File: src/hdl/phs_pkg.sv
// Package with shared types, constants and a helper function of the power handshake sequencer.
`timescale 1ns / 1ps

package phs_pkg;

  localparam int unsigned DEBOUNCE_SAMPLES = 8;

  localparam int unsigned CFG_ADDR_W = 4;
  localparam int unsigned CFG_DATA_W = 32;

  localparam logic [15:0] TIMEOUT_LIMIT_RST       = 16'd1000;
  localparam logic [15:0] HOLD_RESET_LIMIT_RST    = 16'd500;
  localparam logic [7:0]  NORMAL_BLINK_PERIOD_RST = 8'd50;
  localparam logic [7:0]  ERROR_BLINK_PERIOD_RST  = 8'd10;

  localparam logic [15:0] COUNT_MAX = 16'hFFFF;

  typedef enum logic [1:0] {
    REG_TIMEOUT_LIMIT       = 2'd0,
    REG_HOLD_RESET_LIMIT    = 2'd1,
    REG_NORMAL_BLINK_PERIOD = 2'd2,
    REG_ERROR_BLINK_PERIOD  = 2'd3
  } reg_idx_e;

  typedef enum logic [2:0] {
    CODE_OFF      = 3'd0,
    CODE_STARTREQ = 3'd1,
    CODE_STARTACK = 3'd2,
    CODE_ON       = 3'd3,
    CODE_SHUTREQ  = 3'd4,
    CODE_SHUTACK  = 3'd5,
    CODE_ERROR    = 3'd6
  } seq_code_e;

  typedef enum logic [6:0] {
    ST_OFF      = 7'b0000001,
    ST_STARTREQ = 7'b0000010,
    ST_STARTACK = 7'b0000100,
    ST_ON       = 7'b0001000,
    ST_SHUTREQ  = 7'b0010000,
    ST_SHUTACK  = 7'b0100000,
    ST_ERROR    = 7'b1000000
  } seq_state_e;

  typedef struct packed {
    logic [15:0] timeout_limit;
    logic [15:0] hold_reset_limit;
    logic [7:0]  normal_blink_period;
    logic [7:0]  error_blink_period;
  } cfg_t;

  function automatic seq_code_e state_code(seq_state_e st);
    seq_code_e code;
    case (st)
      ST_OFF:      code = CODE_OFF;
      ST_STARTREQ: code = CODE_STARTREQ;
      ST_STARTACK: code = CODE_STARTACK;
      ST_ON:       code = CODE_ON;
      ST_SHUTREQ:  code = CODE_SHUTREQ;
      ST_SHUTACK:  code = CODE_SHUTACK;
      ST_ERROR:    code = CODE_ERROR;
      default:     code = CODE_OFF;
    endcase
    return code;
  endfunction

endpackage

File: src/hdl/phs_regs.sv
// Configuration register file of the power handshake sequencer behind an APB-style port.
`timescale 1ns / 1ps

module phs_regs (
  input  logic                               clk_i,
  input  logic                               rst_ni,
  input  logic                               psel,
  input  logic                               penable,
  input  logic                               pwrite,
  input  logic [phs_pkg::CFG_ADDR_W-1:0]     paddr,
  input  logic [phs_pkg::CFG_DATA_W-1:0]     pwdata,
  output logic [phs_pkg::CFG_DATA_W-1:0]     prdata,
  output logic                               pready,
  output phs_pkg::cfg_t                      cfg_o
);

  phs_pkg::cfg_t      cfg_q;
  phs_pkg::cfg_t      cfg_d;
  phs_pkg::reg_idx_e  idx;
  logic               wr_en;

  assign idx    = phs_pkg::reg_idx_e'(paddr[3:2]);
  assign wr_en  = psel && penable && pwrite;
  assign pready = 1'b1;
  assign cfg_o  = cfg_q;

  always_comb begin
    cfg_d = cfg_q;
    if (wr_en) begin
      case (idx)
        phs_pkg::REG_TIMEOUT_LIMIT:       cfg_d.timeout_limit       = pwdata[15:0];
        phs_pkg::REG_HOLD_RESET_LIMIT:    cfg_d.hold_reset_limit    = pwdata[15:0];
        phs_pkg::REG_NORMAL_BLINK_PERIOD: cfg_d.normal_blink_period = pwdata[7:0];
        phs_pkg::REG_ERROR_BLINK_PERIOD:  cfg_d.error_blink_period  = pwdata[7:0];
        default: ;
      endcase
    end
  end

  always_comb begin
    case (idx)
      phs_pkg::REG_TIMEOUT_LIMIT:       prdata = {16'd0, cfg_q.timeout_limit};
      phs_pkg::REG_HOLD_RESET_LIMIT:    prdata = {16'd0, cfg_q.hold_reset_limit};
      phs_pkg::REG_NORMAL_BLINK_PERIOD: prdata = {24'd0, cfg_q.normal_blink_period};
      phs_pkg::REG_ERROR_BLINK_PERIOD:  prdata = {24'd0, cfg_q.error_blink_period};
      default:                          prdata = '0;
    endcase
  end

  always_ff @(posedge clk_i or negedge rst_ni) begin
    if (!rst_ni) begin
      cfg_q.timeout_limit       <= phs_pkg::TIMEOUT_LIMIT_RST;
      cfg_q.hold_reset_limit    <= phs_pkg::HOLD_RESET_LIMIT_RST;
      cfg_q.normal_blink_period <= phs_pkg::NORMAL_BLINK_PERIOD_RST;
      cfg_q.error_blink_period  <= phs_pkg::ERROR_BLINK_PERIOD_RST;
    end else begin
      cfg_q <= cfg_d;
    end
  end

endmodule

File: src/hdl/power_handshake_sequencer.sv
// Top level of the power handshake sequencer: tick stream in, registered pin results out.
`timescale 1ns / 1ps

// Each request on the input stream is one timer tick carrying the switch, acknowledge and
// shutdown-request pin samples, and it produces exactly one result with the power, LED and
// request pin levels and the sequencer state after that tick. One request is taken every
// clock cycle unless the result stream stalls; a taken request is held in an input register,
// and the whole state update is done in one pass from there into the result register. A
// stalled result holds the next tick in the input register, and the input stream then stops
// until the result is taken. The user must write configuration through the APB-style port
// only while no tick is in flight; the block itself does not enforce this.
module power_handshake_sequencer (
  input  logic                           clk_i,
  input  logic                           rst_ni,
  input  logic                           s_axis_tvalid,
  output logic                           s_axis_tready,
  // [0] switch_level, [1] host_ack, [2] host_shutdown_req, [7:3] zero
  input  logic [7:0]                     s_axis_tdata,
  output logic                           m_axis_tvalid,
  input  logic                           m_axis_tready,
  // [0] power_on, [1] led_on, [2] request_out, [5:3] seq_state, [7:6] zero
  output logic [7:0]                     m_axis_tdata,
  input  logic                           psel,
  input  logic                           penable,
  input  logic                           pwrite,
  input  logic [phs_pkg::CFG_ADDR_W-1:0] paddr,
  input  logic [phs_pkg::CFG_DATA_W-1:0] pwdata,
  output logic [phs_pkg::CFG_DATA_W-1:0] prdata,
  output logic                           pready
);

  localparam int unsigned DbW = phs_pkg::DEBOUNCE_SAMPLES;

  phs_pkg::cfg_t cfg;

  logic       in_vld_q;
  logic [2:0] in_q;
  logic       out_vld_q;
  logic [7:0] out_q;
  logic       adv;

  logic [DbW-1:0]       db_q, db_d;
  logic                 closed_q, closed_d;
  logic                 prev_q;
  phs_pkg::seq_state_e  st_q, st_d, st_sel;
  logic [15:0]          stay_q, stay_d;
  logic [15:0]          hold_q, hold_d;
  logic [7:0]           blink_q, blink_d, blink_inc, period;
  logic                 err_sel_q, err_sel_d;
  logic                 pwr_q, pwr_d, led_q, led_d, req_q, req_d;
  logic                 pressed, timed_out;
  logic                 lvl, ack, shut;

  phs_regs u_regs (
    .clk_i   (clk_i),
    .rst_ni  (rst_ni),
    .psel    (psel),
    .penable (penable),
    .pwrite  (pwrite),
    .paddr   (paddr),
    .pwdata  (pwdata),
    .prdata  (prdata),
    .pready  (pready),
    .cfg_o   (cfg)
  );

  assign adv           = in_vld_q && (!out_vld_q || m_axis_tready);
  assign s_axis_tready = !in_vld_q || adv;
  assign m_axis_tvalid = out_vld_q;
  assign m_axis_tdata  = out_q;

  assign lvl  = in_q[0];
  assign ack  = in_q[1];
  assign shut = in_q[2];

  always_comb begin
    db_d = {db_q[DbW-2:0], lvl};
    if (db_d == '0) begin
      closed_d = 1'b1;
    end else if (db_d == '1) begin
      closed_d = 1'b0;
    end else begin
      closed_d = closed_q;
    end

    pressed   = closed_d && !prev_q;
    timed_out = stay_q > cfg.timeout_limit;

    st_sel = st_q;
    case (st_q)
      phs_pkg::ST_OFF: begin
        if (pressed) st_sel = phs_pkg::ST_STARTREQ;
      end
      phs_pkg::ST_STARTREQ: begin
        if (timed_out) st_sel = phs_pkg::ST_ERROR;
        else if (ack) st_sel = phs_pkg::ST_STARTACK;
      end
      phs_pkg::ST_STARTACK: begin
        if (timed_out) st_sel = phs_pkg::ST_ERROR;
        else if (!ack) st_sel = phs_pkg::ST_ON;
      end
      phs_pkg::ST_ON: begin
        if (pressed || shut) st_sel = phs_pkg::ST_SHUTREQ;
      end
      phs_pkg::ST_SHUTREQ: begin
        if (timed_out) st_sel = phs_pkg::ST_ERROR;
        else if (ack) st_sel = phs_pkg::ST_SHUTACK;
      end
      phs_pkg::ST_SHUTACK: begin
        if (timed_out) st_sel = phs_pkg::ST_ERROR;
        else if (!ack) st_sel = phs_pkg::ST_OFF;
      end
      default: ;
    endcase

    if (st_sel != st_q) begin
      stay_d = '0;
    end else if (stay_q != phs_pkg::COUNT_MAX) begin
      stay_d = stay_q + 16'd1;
    end else begin
      stay_d = stay_q;
    end

    if (closed_d && prev_q) begin
      hold_d = (hold_q != phs_pkg::COUNT_MAX) ? hold_q + 16'd1 : hold_q;
    end else begin
      hold_d = '0;
    end

    st_d = (hold_d > cfg.hold_reset_limit) ? phs_pkg::ST_OFF : st_sel;

    period    = err_sel_q ? cfg.error_blink_period : cfg.normal_blink_period;
    blink_inc = blink_q + 8'd1;
    pwr_d     = pwr_q;
    req_d     = req_q;
    err_sel_d = err_sel_q;
    if (blink_inc > period) begin
      led_d   = !led_q;
      blink_d = '0;
    end else begin
      led_d   = led_q;
      blink_d = blink_inc;
    end

    case (st_d)
      phs_pkg::ST_OFF: begin
        err_sel_d = 1'b0;
        led_d     = 1'b0;
        pwr_d     = 1'b0;
      end
      phs_pkg::ST_STARTREQ: begin
        pwr_d = 1'b1;
        req_d = 1'b1;
      end
      phs_pkg::ST_STARTACK: req_d = 1'b0;
      phs_pkg::ST_ON:       led_d = 1'b1;
      phs_pkg::ST_SHUTREQ:  req_d = 1'b1;
      phs_pkg::ST_SHUTACK:  req_d = 1'b0;
      phs_pkg::ST_ERROR:    err_sel_d = 1'b1;
      default: ;
    endcase
  end

  always_ff @(posedge clk_i or negedge rst_ni) begin
    if (!rst_ni) begin
      in_vld_q  <= 1'b0;
      out_vld_q <= 1'b0;
      db_q      <= '1;
      closed_q  <= 1'b0;
      prev_q    <= 1'b0;
      st_q      <= phs_pkg::ST_OFF;
      stay_q    <= '0;
      hold_q    <= '0;
      blink_q   <= '0;
      err_sel_q <= 1'b0;
      pwr_q     <= 1'b0;
      led_q     <= 1'b0;
      req_q     <= 1'b0;
    end else begin
      if (s_axis_tready) begin
        in_vld_q <= s_axis_tvalid;
      end
      if (adv) begin
        out_vld_q <= 1'b1;
        db_q      <= db_d;
        closed_q  <= closed_d;
        prev_q    <= closed_d;
        st_q      <= st_d;
        stay_q    <= stay_d;
        hold_q    <= hold_d;
        blink_q   <= blink_d;
        err_sel_q <= err_sel_d;
        pwr_q     <= pwr_d;
        led_q     <= led_d;
        req_q     <= req_d;
      end else if (m_axis_tready) begin
        out_vld_q <= 1'b0;
      end
    end
  end

  always_ff @(posedge clk_i) begin
    if (s_axis_tready && s_axis_tvalid) begin
      in_q <= s_axis_tdata[2:0];
    end
    if (adv) begin
      out_q <= {2'b00, phs_pkg::state_code(st_d), req_d, led_d, pwr_d};
    end
  end

endmodule

File: config.mk
export PLATFORM = sky130hd
export DESIGN_NAME = power_handshake_sequencer
export DESIGN_NICKNAME = d
export VERILOG_FILES = /design/src/hdl/phs_pkg.sv /design/src/hdl/phs_regs.sv /design/src/hdl/power_handshake_sequencer.sv
export SDC_FILE = /design/constraint.sdc
export NUM_CORES = 1
export LEC_CHECK = 0
export BUFFER_PORTS_ARGS = -buffer_cell sky130_fd_sc_hd__buf_2
export CAP_MARGIN = 20
export CORE_MARGIN = 4
export CORE_UTILIZATION = 59
export DETAILED_ROUTE_END_ITERATION = 10
export PLACE_DENSITY = 0.93
export SYNTH_ARGS = -nofsm -noshare
export SYNTH_HDL_FRONTEND = slang
export SYNTH_SLANG_ARGS = --single-unit
export TNS_END_PERCENT = 1
File: constraint.sdc
create_clock -name clk_i -period 5.9 [get_ports clk_i]
set_clock_uncertainty 0.2 [all_clocks]
set_input_delay 1.18 -clock clk_i [delete_from_list [all_inputs] [get_ports clk_i]]
set_output_delay 1.18 -clock clk_i [all_outputs]
set_load 0.005 [all_outputs]
==> results.cfg <==
[clocking]
clk_latency_ns = 0.43
clk_pin_slew_worst_paths_ns = 0.06
cts_resized = 0
clock_path_buffers = 2
cts_made_buffers = 17
cts_tree = done
cts.sinks = 118
cts_root_buf = clkbuf_16
cts_hold_buf = 0
htree_levels = 4
post_cts_buffers = 0

[yosys]
synth-async-reset-ratio = 0.924
ys_ff_latch = 118
synth_cells = 795
ys_warn_count = 0
ys.flop_type = dfrtp_1
syn_avg_cell_area_um2 = 9.35
synth-edff-count = 9
synth_area_um2 = 7430
yosys.cell_types.count = 75
yosysSeqAreaShare = 0.408

[detailed_routing]
drc_errors = 0
first_pass_iters = 5
routedWlPerCell_um = 18.2
totalWireLength_um = 18500
vias_per_cell = 6.21
ant_nets = 0
drtIter0Drc = 554
via_count = 6302

[die]
io_pins = 94
core_area_um2 = 12200
fp.dieH_um = 120
die_w_um = 120
dieArea_um2 = 14500
initial_core_util = 0.611
rows = 40

[critical_path]
crit_arrival_ns = 5.08
crit_path_end_kind = flip-flop
worstReg2RegStart = hold_q[7]$_DFFE_PN0P_
r2r_slack_ns = 0.90
r2r_end = m_axis_tdata[1]$_DFFE_PP_
required_ns = 5.98
critPathKind = flip-flop to flip-flop
cp-start-kind = flip-flop
reg2reg_depth = 19
crit_fanout = 8

[final_layout]
layout-drive-gt1-share = 0.207
layout.nets = 928
fin_util = 0.688
diodes = 0
finalInstanceArea_um2 = 8370
syn2layout_area_growth_pct = 12.7

[placed_design]
gp_routability_congestion = 0.913
place_area_um2 = 7720
dp_hpwl_um = 12300
port_buffers = 51

[min_path]
holdPathEnd = db_q[6]$_DFFE_PN1P_
hold_start = db_q[5]$_DFFE_PN1P_
hold_depth = 2
hold_path_class = flip-flop to flip-flop

[timing]
relSlewSlack = 0.321
hold_slack_ns = 0.266
setup_viol = 0
fin_crit_sh = 0.848
rsz0062_at_grt = no
drv_slew = 0
fmax_mhz = 200
worstMarginPinSlew_ns = 1.02
setup-tns-final_ns = 0
hold_viol = 0
fin_crit_ns = 5.00

[flow_run]
drv_cap = 0

[grt]
grt_max_degree = 77
grt_util_all_layers = 0.266
overflow = 0
antenna_found_initial = 0
grt_pass1_vias = 6210
grt_first_pass_wirelength_um = 30500

[status]
outcome = finished, final reports clean

[pwr]
power.density_nw_per_um2 = 430
ir_drop_v = 0.000339
leakage_uw = 0.00394
per-stage QoR:
stage          std cells  total power, uW  setup WS, ns
2_1_floorplan        812             2110          1.67
3_3_place_gp         983             2350          1.31
3_5_place_dp         983             2420          1.19
4_1_cts             1015             3590          1.03
5_1_grt             1015             3830         0.534
6_report            1015             3600         0.898
cells by family (layout without fill, tap and decap cells):
kind of cell | Yosys count | in the layout | synth area share
simple gates | 296 | 296 | 0.196
buf+inv | 95 | 130 | 0.0593
fa+ha+maj | 43 | 43 | 0.0724
xor+xnor | 23 | 23 | 0.0271
mux | 61 | 61 | 0.102
other cells | 2 | 19 | 0.00101
compound gates | 157 | 157 | 0.135
flops | 118 | 118 | 0.408
final cells by class:
cell class,instances,area (um2)
multi-input combinational,599,4030
fill,816,3790
sequential,118,3030
clock buffer,21,480
timing repair buffer,56,295
tap,168,210
clock inverter,11,169
inverter,42,158
cell usage after synthesis (all sizes together) (4+ instances only):
cell / count / share of area
o31ai: 10 / 0.011
a21oi: 31 / 0.022
xor2: 11 / 0.013
and3: 14 / 0.012
mux4: 8 / 0.024
nand2: 126 / 0.064
nor2: 53 / 0.027
mux2: 35 / 0.053
and2: 6 / 0.0051
nand3: 22 / 0.015
edfxtp: 9 / 0.036
xnor2: 12 / 0.014
a21boi: 5 / 0.0066
nand3b: 4 / 0.0040
a21o: 6 / 0.0061
nand2b: 13 / 0.011
nor2b: 5 / 0.0042
o21a: 4 / 0.0040
mux2i: 18 / 0.024
nor3: 13 / 0.0094
dfrtp: 84 / 0.28
a31oi: 6 / 0.0059
o21ai: 66 / 0.045
clkbuf: 29 / 0.015
nor4: 6 / 0.0091
o211ai: 7 / 0.0077
nand4: 16 / 0.015
and4: 5 / 0.0059
inv: 42 / 0.021
buf: 24 / 0.023
o41ai: 4 / 0.0057
dfstp: 25 / 0.088
ha: 43 / 0.072
state kept, by name (all words and copies together) (netlist names), 3 cells and up:
name,count
db_q,7
st_q,7
in_q,3
hold_q,16
blink_q,8
u_regs.cfg_o,48
m_axis_tdata,6
stay_q,16
power breakdown:
group          leakage [uW]  internal [uW]  switching [uW]
sequential          0.00142           1050             196
combinational       0.00221            516             712
clock              0.000316            751             382
worst max-delay path by stage:
stage,startpoint,endpoint,slack [ns],cells past startpoint
floorplan,hold_q[7]$_DFFE_PN0P_,pwr_q$_DFFE_PN0P_,1.67,19
global placement,hold_q[7]$_DFFE_PN0P_,pwr_q$_DFFE_PN0P_,1.31,18
detailed placement,hold_q[7]$_DFFE_PN0P_,pwr_q$_DFFE_PN0P_,1.19,18
CTS,hold_q[7]$_DFFE_PN0P_,pwr_q$_DFFE_PN0P_,1.03,18
global route,hold_q[7]$_DFFE_PN0P_,m_axis_tdata[1]$_DFFE_PP_,0.53,19
finish,hold_q[7]$_DFFE_PN0P_,m_axis_tdata[1]$_DFFE_PP_,0.90,19
layer usage:
layer / track usage / part of all wire
met1: 0.331 / 0.41
met2: 0.422 / 0.48
met3: 0.0800 / 0.076
met4: 0.135 / 0.039
met5: 0 / 0
cells in the final DEF, fill, tap and decap left out, types with 6 or more instances in the layout:
cell type	Yosys	layout
a21o_1	6	6
a21oi_1	29	29
and3_1	14	14
buf_2	3	50
buf_4	19	6
clkbuf_16	0	17
conb_1	2	19
dfrtp_1	84	84
dfstp_2	25	25
edfxtp_1	9	9
ha_1	43	43
inv_1	42	42
mux2_2	35	35
mux2i_1	18	18
mux4_2	8	8
nand2_1	126	125
nand2b_1	13	13
nand3_1	21	21
nand4_1	15	15
nor2_1	53	53
nor3_1	12	11
o211ai_1	6	6
o21ai_0	62	62
o31ai_1	8	8
xnor2_1	12	12
xor2_1	11	11
critical path: stages, from the launching register on:
cell      delay, ns
dfrtp_1        0.47
nand4_1        0.17
nor3_1         0.52
nand3_1        0.18
nor2_1         0.41
nor2b_1        0.20
and2_1         0.25
nand3_1        0.13
xor2_1         0.16
nor2_1         0.08
ha_1           0.30
a21oi_1        0.16
nor2_1         0.05
o311ai_0       0.31
nand4b_1       0.20
a21oi_1        0.33
nand3_2        0.17
nor3_1         0.34
nand2b_1       0.13
o21ai_0        0.08
No activity file was read; power rests on OpenSTA's default activity.
